## src/rtl/pfr_pkg.sv

```systemverilog
// shared item types and register indexes for the page frame replacement core
`timescale 1ns / 1ps
`default_nettype none

package pfr_pkg;

   // configuration register indexes and widths
   localparam int CSR_INDEX_W = 2;
   localparam int CSR_DATA_W  = 5;

   typedef enum logic [CSR_INDEX_W-1:0] {
      CSR_PAGE_SHIFT    = 2'd0,
      CSR_POLICY_MODE   = 2'd1,
      CSR_FRAMES_IN_USE = 2'd2
   } csr_index_type;

   // replacement policy codes
   localparam logic POLICY_FIFO = 1'b0;
   localparam logic POLICY_LRU  = 1'b1;

   // reset values of the registers
   localparam logic [4:0] PAGE_SHIFT_RESET    = 5'd12;
   localparam logic       POLICY_MODE_RESET   = POLICY_LRU;
   localparam logic [3:0] FRAMES_IN_USE_RESET = 4'd8;

   // one input item
   typedef struct packed {
      logic [31:0] address;
      logic        last_reference;
   } req_type;

   // one result item
   typedef struct packed {
      logic        hit;
      logic [2:0]  frame_index;
      logic        evicted_valid;
      logic [31:0] evicted_page;
      logic [31:0] fault_total;
   } rsp_type;

endpackage

`default_nettype wire

```

## src/rtl/page_frame_replacement_core.sv

```systemverilog
// top level of the page frame replacement core: controller, registers and cell chain
//
// usage
//   an item (address, last_reference) is taken at a clock edge where start is high
//   and busy is low. the page number (address >> page_shift) enters a chain of
//   FRAMES cells as a lookup wave that moves one cell per cycle; each cell adds its
//   frame (match, empty, least recent, fifo victim) to the record it hands on.
//   when the wave leaves the last cell the controller picks the frame, updates
//   every cell in that cycle and registers the result.
//   the result shows on rsp_data with rsp_valid high for exactly one cycle,
//   registered after the wave has passed every cell; the receiver cannot stall it.
//   busy stays high from the accepting edge until the result shows, so with
//   start held high a new item is taken only after the last one's result,
//   as the wave must first walk through the whole cell chain.
//   csr_we writes register csr_index (0 page_shift, 1 policy_mode, 2 frames_in_use)
//   at once; the user must make writes only while idle; the block does not check it.
//   reset clears valid bits, ranks, fifo pointer, fault count, and sets the
//   registers to page_shift 12, least recently used policy and 8 frames.
//   an item with last_reference set clears the table and count after its result.
`timescale 1ns / 1ps
`default_nettype none

module page_frame_replacement_core
   import pfr_pkg::*;
#(
   parameter int FRAMES    = 8,
   parameter int ADDR_BITS = 32
) (
   input  wire logic                   clock,
   input  wire logic                   reset,
   input  wire logic                   start,
   output logic                        busy,
   input  wire req_type                req_data,
   output logic                        rsp_valid,
   output rsp_type                     rsp_data,
   input  wire logic                   csr_we,
   input  wire logic [CSR_INDEX_W-1:0] csr_index,
   input  wire logic [CSR_DATA_W-1:0]  csr_wdata
);

   localparam int IDX_W = (FRAMES > 1) ? $clog2(FRAMES) : 1;
   localparam int CNT_W = $clog2(FRAMES + 1);

   typedef struct packed {
      logic                 active;
      logic [ADDR_BITS-1:0] page;
      logic [CNT_W-1:0]     n;
      logic [IDX_W-1:0]     fifo_idx;
      logic                 found;
      logic [IDX_W-1:0]     hit_idx;
      logic [IDX_W-1:0]     hit_rank;
      logic                 empty_found;
      logic [IDX_W-1:0]     empty_idx;
      logic [IDX_W-1:0]     lru_idx;
      logic [IDX_W-1:0]     lru_rank;
      logic [ADDR_BITS-1:0] lru_page;
      logic [IDX_W-1:0]     fifo_rank;
      logic [ADDR_BITS-1:0] fifo_page;
   } wave_type;

   typedef struct packed {
      logic                 en;
      logic [IDX_W-1:0]     frame;
      logic [IDX_W-1:0]     old_rank;
      logic                 all_older;
      logic                 write_page;
      logic [ADDR_BITS-1:0] page;
      logic [CNT_W-1:0]     n;
      logic                 clear;
   } bcast_type;

   typedef enum logic {
      ST_IDLE,
      ST_SCAN
   } state_type;

   // configuration registers
   logic [4:0] page_shift_ff;
   logic       policy_ff;
   logic [3:0] frames_ff;

   always_ff @(posedge clock) begin
      if (reset) begin
         page_shift_ff <= PAGE_SHIFT_RESET;
         policy_ff     <= POLICY_MODE_RESET;
         frames_ff     <= FRAMES_IN_USE_RESET;
      end else if (csr_we) begin
         unique case (csr_index)
            CSR_PAGE_SHIFT:    page_shift_ff <= csr_wdata[4:0];
            CSR_POLICY_MODE:   policy_ff     <= csr_wdata[0];
            CSR_FRAMES_IN_USE: frames_ff     <= csr_wdata[3:0];
            default: ;
         endcase
      end
   end

   // controller state
   state_type         state_ff, state_in;
   wave_type          launch_ff, launch_in;
   logic              last_ff, last_in;
   logic [IDX_W-1:0]  oldest_ff, oldest_in;
   logic [31:0]       fault_ff, fault_in;
   rsp_type           rsp_ff, rsp_in;
   logic              rsp_valid_ff, rsp_valid_in;
   bcast_type         bcast;
   wave_type          tail;
   wave_type          chain [FRAMES+1];

   logic                 accept;
   logic [CNT_W-1:0]     n_now;
   logic [ADDR_BITS-1:0] addr_ext;

   assign accept   = start && (state_ff == ST_IDLE);
   assign addr_ext = ADDR_BITS'(req_data.address);

   // clamp the frame count into 1 .. FRAMES
   always_comb begin
      if (frames_ff == '0) begin
         n_now = CNT_W'(1);
      end else if (32'(frames_ff) > 32'(FRAMES)) begin
         n_now = CNT_W'(FRAMES);
      end else begin
         n_now = CNT_W'(frames_ff);
      end
   end

   // next state, launch record, victim choice and result
   always_comb begin
      logic [IDX_W-1:0]     f;
      logic [ADDR_BITS-1:0] ev_page;
      logic                 ev_valid;
      state_in     = state_ff;
      launch_in    = '0;
      last_in      = last_ff;
      oldest_in    = oldest_ff;
      fault_in     = fault_ff;
      rsp_in       = rsp_ff;
      rsp_valid_in = 1'b0;
      bcast        = '0;
      f            = tail.hit_idx;
      ev_page      = '0;
      ev_valid     = 1'b0;
      unique case (state_ff)
         ST_IDLE: begin
            if (accept) begin
               launch_in.active   = 1'b1;
               launch_in.page     = addr_ext >> page_shift_ff;
               launch_in.n        = n_now;
               launch_in.fifo_idx = (CNT_W'(oldest_ff) < n_now) ? oldest_ff : '0;
               last_in            = req_data.last_reference;
               state_in           = ST_SCAN;
            end
         end
         ST_SCAN: begin
            if (tail.active) begin
               bcast.en        = 1'b1;
               bcast.page      = tail.page;
               bcast.n         = tail.n;
               bcast.clear     = last_ff;
               if (tail.found) begin
                  f              = tail.hit_idx;
                  bcast.old_rank = tail.hit_rank;
               end else begin
                  bcast.write_page = 1'b1;
                  if (fault_ff != 32'hFFFF_FFFF) begin
                     fault_in = fault_ff + 32'd1;
                  end
                  if (tail.empty_found) begin
                     f               = tail.empty_idx;
                     bcast.all_older = 1'b1;
                  end else if (policy_ff == POLICY_FIFO) begin
                     f              = tail.fifo_idx;
                     bcast.old_rank = tail.fifo_rank;
                     ev_valid       = 1'b1;
                     ev_page        = tail.fifo_page;
                     if ((CNT_W'(f) + CNT_W'(1)) < tail.n) begin
                        oldest_in = IDX_W'(CNT_W'(f) + CNT_W'(1));
                     end else begin
                        oldest_in = '0;
                     end
                  end else begin
                     f              = tail.lru_idx;
                     bcast.old_rank = tail.lru_rank;
                     ev_valid       = 1'b1;
                     ev_page        = tail.lru_page;
                  end
               end
               bcast.frame          = f;
               rsp_in.hit           = tail.found;
               rsp_in.frame_index   = 3'(f);
               rsp_in.evicted_valid = ev_valid;
               rsp_in.evicted_page  = 32'(ev_page);
               rsp_in.fault_total   = fault_in;
               rsp_valid_in         = 1'b1;
               if (last_ff) begin
                  fault_in  = '0;
                  oldest_in = '0;
               end
               state_in = ST_IDLE;
            end
         end
         default: state_in = ST_IDLE;
      endcase
   end

   always_ff @(posedge clock) begin
      if (reset) begin
         state_ff        <= ST_IDLE;
         launch_ff.active <= 1'b0;
         oldest_ff       <= '0;
         fault_ff        <= '0;
         rsp_valid_ff    <= 1'b0;
      end else begin
         state_ff     <= state_in;
         launch_ff    <= launch_in;
         oldest_ff    <= oldest_in;
         fault_ff     <= fault_in;
         rsp_valid_ff <= rsp_valid_in;
      end
      last_ff <= last_in;
      rsp_ff  <= rsp_in;
   end

   // cell chain
   assign chain[0] = launch_ff;
   assign tail     = chain[FRAMES];

   for (genvar i = 0; i < FRAMES; i++) begin : g_cell
      pfr_cell #(
         .IDX        (i),
         .FRAMES     (FRAMES),
         .ADDR_BITS  (ADDR_BITS),
         .wave_type  (wave_type),
         .bcast_type (bcast_type)
      ) u_cell (
         .clock    (clock),
         .reset    (reset),
         .wave_in  (chain[i]),
         .wave_out (chain[i+1]),
         .bcast    (bcast)
      );
   end

   assign busy      = (state_ff != ST_IDLE);
   assign rsp_valid = rsp_valid_ff;
   assign rsp_data  = rsp_ff;

endmodule

`default_nettype wire

```

## src/rtl/pfr_cell.sv

```systemverilog
// one frame cell: holds a page, valid bit and recency rank, passes the lookup wave on
`timescale 1ns / 1ps
`default_nettype none

module pfr_cell #(
   parameter int  IDX       = 0,
   parameter int  FRAMES    = 8,
   parameter int  ADDR_BITS = 32,
   parameter type wave_type = logic,
   parameter type bcast_type = logic
) (
   input  wire logic      clock,
   input  wire logic      reset,
   input  wire wave_type  wave_in,
   output wave_type       wave_out,
   input  wire bcast_type bcast
);

   localparam int IDX_W = (FRAMES > 1) ? $clog2(FRAMES) : 1;
   localparam int CNT_W = $clog2(FRAMES + 1);
   localparam logic [IDX_W-1:0] MY_IDX   = IDX_W'(IDX);
   localparam logic [IDX_W-1:0] RANK_MAX = IDX_W'(FRAMES - 1);

   logic [ADDR_BITS-1:0] page_ff;
   logic                 valid_ff;
   logic [IDX_W-1:0]     rank_ff;
   logic [ADDR_BITS-1:0] page_in;
   logic                 valid_in;
   logic [IDX_W-1:0]     rank_in;
   wave_type             carry_ff;
   wave_type             carry_in;
   logic                 scan_in_use;
   logic                 upd_in_use;

   assign scan_in_use = CNT_W'(IDX) < wave_in.n;
   assign upd_in_use  = CNT_W'(IDX) < bcast.n;

   // fold this frame into the passing lookup record
   always_comb begin
      carry_in = wave_in;
      if (wave_in.active && scan_in_use) begin
         if (!wave_in.found && valid_ff && (page_ff == wave_in.page)) begin
            carry_in.found    = 1'b1;
            carry_in.hit_idx  = MY_IDX;
            carry_in.hit_rank = rank_ff;
         end
         if (!wave_in.empty_found && !valid_ff) begin
            carry_in.empty_found = 1'b1;
            carry_in.empty_idx   = MY_IDX;
         end
         if ((IDX == 0) || (rank_ff > wave_in.lru_rank)) begin
            carry_in.lru_idx  = MY_IDX;
            carry_in.lru_rank = rank_ff;
            carry_in.lru_page = page_ff;
         end
         if (wave_in.fifo_idx == MY_IDX) begin
            carry_in.fifo_rank = rank_ff;
            carry_in.fifo_page = page_ff;
         end
      end
   end

   // recency update, fill and end-of-run clear
   always_comb begin
      page_in  = page_ff;
      valid_in = valid_ff;
      rank_in  = rank_ff;
      if (bcast.en) begin
         if (bcast.frame == MY_IDX) begin
            rank_in = '0;
            if (bcast.write_page) begin
               page_in  = bcast.page;
               valid_in = 1'b1;
            end
         end else if (upd_in_use && valid_ff && (bcast.all_older || (rank_ff < bcast.old_rank))
                      && (rank_ff != RANK_MAX)) begin
            rank_in = rank_ff + IDX_W'(1);
         end
         if (bcast.clear) begin
            valid_in = 1'b0;
            rank_in  = '0;
         end
      end
   end

   // frame state
   always_ff @(posedge clock) begin
      if (reset) begin
         valid_ff <= 1'b0;
         rank_ff  <= '0;
      end else begin
         valid_ff <= valid_in;
         rank_ff  <= rank_in;
      end
      page_ff <= page_in;
   end

   // wave register toward the next cell
   always_ff @(posedge clock) begin
      if (reset) begin
         carry_ff.active <= 1'b0;
      end else begin
         carry_ff <= carry_in;
      end
   end

   assign wave_out = carry_ff;

endmodule

`default_nettype wire

```

## config.mk

```make
export PLATFORM = sky130hd
export DESIGN_NAME = page_frame_replacement_core
export DESIGN_NICKNAME = d
export VERILOG_FILES = /design/src/rtl/pfr_pkg.sv /design/src/rtl/page_frame_replacement_core.sv /design/src/rtl/pfr_cell.sv
export SDC_FILE = /design/constraint.sdc
export NUM_CORES = 2
export LEC_CHECK = 0
export ABC_CLOCK_PERIOD_IN_PS = 47800
export BUFFER_PORTS_ARGS = -buffer_cell sky130_fd_sc_hd__buf_4
export CAP_MARGIN = 20
export CORE_ASPECT_RATIO = 0.5
export CORE_MARGIN = 10
export CORE_UTILIZATION = 45
export CTS_CLUSTER_SIZE = 40
export DETAILED_ROUTE_END_ITERATION = 8
export GPL_ROUTABILITY_DRIVEN = 1
export PLACE_DENSITY_LB_ADDON = 0.25
export SYNTH_ARGS = -nofsm -noshare
export SYNTH_HDL_FRONTEND = slang
export SYNTH_SLANG_ARGS = --single-unit
```

## constraint.sdc

```tcl
create_clock -name clock -period 47.8 [get_ports clock]
set_input_delay 7.17 -clock clock [delete_from_list [all_inputs] [get_ports clock]]
set_output_delay 7.17 -clock clock [all_outputs]
set_load 0.02 [all_outputs]
```

* After elaboration in Yosys (flattened, before gate mapping)
Cells that the tools add are included.
Storage, ports and cells: register bits after elaboration 1434, bits of input ports 44, output and inout bits 71, word-level logic and storage cells 484
Operators by class: add/subtract/negate cells 10, $lt $le $gt $ge 34, eq/ne operators 36, shifts and indexed selects 1, mux-type cells 106, bitwise gates (word level) 3, reduce and logical (&&, ||, !) cells 142
Operators by type and width (count):
- two-way mux 84 bit | 7
- == test 32 bit | 8
- two-way mux 35 bit | 7
- two-way mux 38 bit | 6
- two-way mux 32 bit | 4
- two-way mux 3 bit | 36
- two-way mux 46 bit | 2
- two-way mux 7 bit | 8
- logical AND 1 bit | 55
- AND reduction 3 bit | 16
- two-way mux 4 bit | 10
- two-way mux 40 bit | 1
- two-way mux 36 bit | 1
- adder 32 x 1 -> 32 bit (second input constant) | 1
- < comparator 3 x 4 -> 1 bit (first input constant) | 8
- != test 32 bit (second input constant) | 1
- right shift 32 x 5 -> 32 bit | 1
- AND reduction 2 bit | 15
- adder 3 x 1 -> 3 bit (second input constant) | 8
- == test 3 bit (second input constant) | 8
- < comparator 3 bit | 8
- != test 3 bit (second input constant) | 8
- nonzero test 3 bit | 8
- two-way mux 1 bit | 22
- other kinds (25) | 83

* Longest topological paths before layout
depth after elaboration 12, gate-level depth with buffers 12, mapped depth without buffers 9

* Cells and area by module
A second synthesis with hierarchy kept.
Second synthesis, totals: cells, all modules 3603, area total of the unflattened synthesis 60095.1 um2
Modules (own cells, without submodules):
- pfr_cell (g_cell[5].u_cell ...) | times used 2, cells each 346, area an instance 6467.5 um2, sequential area each 4754.6 um2
- page_frame_replacement_core | times used 1, cells each 866, area an instance 8804.7 um2, sequential area each 4234.1 um2
- pfr_cell (g_cell[4].u_cell) | times used 1, cells each 346, area an instance 6493.7 um2, sequential area each 4754.6 um2
- pfr_cell (g_cell[1].u_cell) | times used 1, cells each 343, area an instance 6487.5 um2, sequential area each 4754.6 um2
- pfr_cell (g_cell[2].u_cell) | times used 1, cells each 344, area an instance 6371.1 um2, sequential area each 4754.6 um2
- pfr_cell (g_cell[3].u_cell) | times used 1, cells each 343, area an instance 6347.3 um2, sequential area each 4754.6 um2
- pfr_cell (g_cell[7].u_cell) | times used 1, cells each 340, area an instance 6347.3 um2, sequential area each 4754.6 um2
- pfr_cell (g_cell[0].u_cell) | times used 1, cells each 329, area an instance 6308.6 um2, sequential area each 4754.6 um2

* Worst setup path after synthesis
No wires, ideal clock.
path type input -> register, start input reset, end register g_cell[2].u_cell.rank_ff[0], setup time 0.071 ns, data arrival time 19.915 ns, data required time 47.729 ns, path slack 27.815 ns, cell stages on the path 6, buffers on the path 1, path through inv_2 -> nand2_1 -> nand2_1 -> clkbuf_1 -> o21ai_0 -> a21oi_1
RTL lines:
- start, declared | RTL line page_frame_replacement_core.sv:30 | input wire logic reset,
- end signal, assigned | RTL line pfr_cell.sv:93 | rank_ff <= rank_in;
- end, declared | RTL line pfr_cell.sv:26 | logic [IDX_W-1:0] rank_ff;

* Final worst setup path
start input reset, end register g_cell[7].u_cell.carry_ff, in the netlist g_cell[7].u_cell.wave_out[93] (enable)
RTL lines:
- end signal, assigned | RTL line pfr_cell.sv:103 | carry_ff <= carry_in;
- end, declared | RTL line pfr_cell.sv:30 | wave_type carry_ff;
No word-level cell between the ends.

==> results.tsv <==
stage	metric	value	unit
synth	number of synthesized flops with an enable pin	1328	
die	Initial Utilization	45.36	%
timing	setup violators final	0	
synth	synth top area cells	edfxtp_1 68%, mux2_2 9.9%, dfxtp_1 3.0%	
cells_and_area	Layout Cell Area excl Fill	65690	um2
cells_and_area	Layout area overhead	12.33	%
power_and_ir_drop	Logic pwr share	4.0	%
setup_path	Critical Path End	g_cell[7].u_cell.wave_out[93]$_DFFE_PN_	
die	Die H	274.9	um
cts	Sinks on Clock Net	1416	
synth	Synth cell types	82	
cts	CTS resizes	0	
placement	worst slack, placed	35960	ps
placement	routability cong.	0.8805	
status	status	finished, final reports clean	
timing	Slew Viols, Final	0	
placement	Port-buffer cells	114	
synth	Synthesized Nets	3664	
die	Core Area	128900	um2
cts	TritonCTS Buffers	130	
setup_path	Max FO, Critical Path	85	
timing	skew final	28.31	ps
setup_path	R2R depth	9	
detailed_routing	Routed Antenna Nets	0	
synth	top-area cell type share of the netlist area	68.19	%
synth	count leader, synth	edfxtp_1	
power_and_ir_drop	Leak Pwr	0.02204	uW
setup_path	R2R Setup Slk	43400	ps
die	Die ar.	145600	um2
power_and_ir_drop	maximum VDD drop	0.03080	mV
cts	clock root buffer	clkbuf_16	
setup_path	worst r2r dst	g_cell[0].u_cell.rank_ff[0]$_SDFFE_PP0P_	
timing	f_max	93.20	MHz
setup_path	Critical Path Source	reset	
timing	final worst slack	37070	ps
timing	Final Hold Viols	0	
placement	DP Wirelength	99.85	mm
placement	area post-placement	61500	um2
timing	Setup TNS	0	ps
detailed_routing	via count	30909	
hold_path	Worst Hold Class	reg -> reg	
power_and_ir_drop	PwrDens	38.88	nW/um2
setup_path	CP Class	in -> reg	
power_and_ir_drop	Clock power frac	39.7	%
global_route	largest net degree at the start of global routing	210	
power_and_ir_drop	Flop pwr share	56.4	%
detailed_routing	# DRC	0	
cts	CTS H-tree depth	4	
timing	period utilization	22.45	%
synth	Synth area leader	edfxtp_1	
cells_and_area	share of cells above drive strength 1	25.16	%
die	cell row count	93	
timing	Final min period	10730	ps
flow_run	Max Cap Violations	0	
setup_path	r2r startpoint	g_cell[7].u_cell.wave_out[123]$_SDFF_PP0_	
synth	synthesized area	58480	um2
timing	unrepaired setup endpoints after global routing	false	
timing	relative slew slack	20.81	%
detailed_routing	Vias/cell	5.583	
detailed_routing	final wirelength	142.2	mm
detailed_routing	DR WL/cell	25.69	um
global_route	Global Route Usage Sum	19.30	%
power_and_ir_drop	Psw	545.8	uW
synth	Mapped Avg Cell Area	16.43	um2
die	# IOs	115	
setup_path	Critical Path Source Type	input port	
global_route	total gr overflow	0	
cts	hold_buf cts	0	
cts	Reg clk slew, reported paths	60	ps
synth	Syn Inst Count	3560	
timing	worst-margin pin slew	1188	ps
cts	TritonCTS clock tree	built	
synth	synth cell count leaders	1,328 x edfxtp_1, 512 x mux2_2, 179 x xor2_1, 131 x nand2_1, 107 x nor2_1	
setup_path	CP Capture Type	register	
setup_path	Arrival @ worst endpoint	11100	ps
global_route	first-pass GRT wire length	209.0	mm
detailed_routing	1st-iter DRT viols	3721	
synth	ys flop type	edfxtp_1	
detailed_routing	first drt pass iteration count	6	
global_route	initial antenna violation count	5	
cts	Clk Latency, worst-skew pair	760	ps
setup_path	Critical Path RT	48180	ps
synth	Synth Warn #	0	
cells_and_area	Final nets	3827	
die	Die Width	529.8	um
synth	asr flop ratio synth	0	%
power_and_ir_drop	Internal	2008	uW
global_route	vias in the first global route	30057	
power_and_ir_drop	Sw Share	21.37	%
synth	post-synthesis sequential area ratio	71.21	%
cts	Max Root-Sink Buffers	3	
cts	postcts setup bufs	0	
synth	Seq cells post-synth	1416	
layer usage:
layer	track usage, %	share of wire [%]	vias up	routed length, um
li1	-	-	14006	-
met4	4.848	1.9	2	2661
met3	2.927	7.0	169	9967
met1	32.07	51	15505	73240
met2	25.83	40	1227	56350
met5	0	0.0091	-	13
through the flow:
step / hold slack [ps] / power, uW / util, % / cells
3_3_place_gp: 408.5 / 1563 / 47.69 / 5293
5_1_grt: 426.3 / 2635 / 50.93 / 5529
4_1_cts: 423.7 / 2568 / 50.84 / 5524
6_report: 424.1 / 2554 / 50.95 / 5536
3_5_place_dp: 410.7 / 1565 / 47.70 / 5296
2_1_floorplan: 400.3 / 1534 / - / 3560
power by group through the flow:
| stage | clock [uW] | sequential, uW | combinational (uW) |
|---|---|---|---|
| after floorplan | 0 | 1470 | 67.3 |
| after global placement | 0 | 1460 | 98.3 |
| after detailed placement | 0 | 1470 | 99.3 |
| after CTS | 1030 | 1440 | 100 |
| after global routing | 1080 | 1440 | 110 |
| final | 1010 | 1440 | 101 |
layout by cell type (no fill, tap or decap), drive strengths merged, types with 11 or more instances in the layout:
master / instances
nand2b: 21
or3: 11
a21o: 11
buf: 168
and2: 89
nor3: 38
a31oi: 16
clkinv: 48
nand2: 131
ha: 60
edfxtp: 1328
nand4: 37
mux2: 512
mux4: 28
clkbuf: 163
mux2i: 62
nand3: 48
o21a: 16
xnor2: 95
nor2: 107
nor4b: 11
or4: 11
inv: 70
or2: 34
o22ai: 14
xor2: 179
nor2b: 24
a21oi: 66
and3: 42
nor4: 56
o211ai: 18
o21ai: 78
dfxtp: 88
registers in the layout (all words and copies together) (netlist names):
| signal | count |
|---|---|
| g_cell.u_cell.wave_out | 971 |
| g_cell.u_cell.page_ff | 256 |
| rsp_data | 69 |
| chain | 40 |
| fault_ff | 32 |
| g_cell.u_cell.rank_ff | 24 |
| g_cell.u_cell.valid_ff | 8 |
| page_shift_ff | 5 |
| frames_ff | 4 |
| oldest_ff | 3 |
| busy | 1 |
| last_ff | 1 |
| policy_ff | 1 |
| rsp_valid | 1 |
logic make-up after synthesis:
logic type	after synthesis	share of synthesized area, %
muxes	602	12.00
buffers and inverters	201	1.356
and+or+nand+nor	697	6.526
AOI/OAI and AO/OA	310	3.526
adders and majority gates	60	1.284
xor gates and xnor gates	274	4.104
DFF	1416	71.21
critical path, cell delays in order:
cell and delay, ps:
buf_4 130, inv_8 320, buf_4 780, buf_4 900, buf_4 510, buf_16 330, buf_4 680
final cells by class:
class	count	area, um2
diodes	7	17.52
clock buffers	163	3472
clock inverters	65	570.5
fillers	10396	63240
inverters	64	249.0
multi-input cells	1943	16220
flip-flops and latches	1416	41640
well taps	1710	2140
repair buffers	168	1370
worst min path at each step:
stage                                                       start                                      end  slack [ps]  cells past startpoint
after floorplan           g_cell[0].u_cell.wave_out[87]$_DFFE_PN_  g_cell[1].u_cell.wave_out[87]$_DFFE_PN_         400                      0
after global placement    g_cell[2].u_cell.wave_out[88]$_DFFE_PN_  g_cell[3].u_cell.wave_out[88]$_DFFE_PN_         410                      0
after detailed placement  g_cell[6].u_cell.wave_out[88]$_DFFE_PN_  g_cell[7].u_cell.wave_out[88]$_DFFE_PN_         410                      0
after CTS                 g_cell[6].u_cell.wave_out[88]$_DFFE_PN_  g_cell[7].u_cell.wave_out[88]$_DFFE_PN_         420                      0
after global routing      g_cell[6].u_cell.wave_out[88]$_DFFE_PN_  g_cell[7].u_cell.wave_out[88]$_DFFE_PN_         430                      0
final                     g_cell[6].u_cell.wave_out[88]$_DFFE_PN_  g_cell[7].u_cell.wave_out[88]$_DFFE_PN_         420                      0
Power figures use the tool's default switching activity.
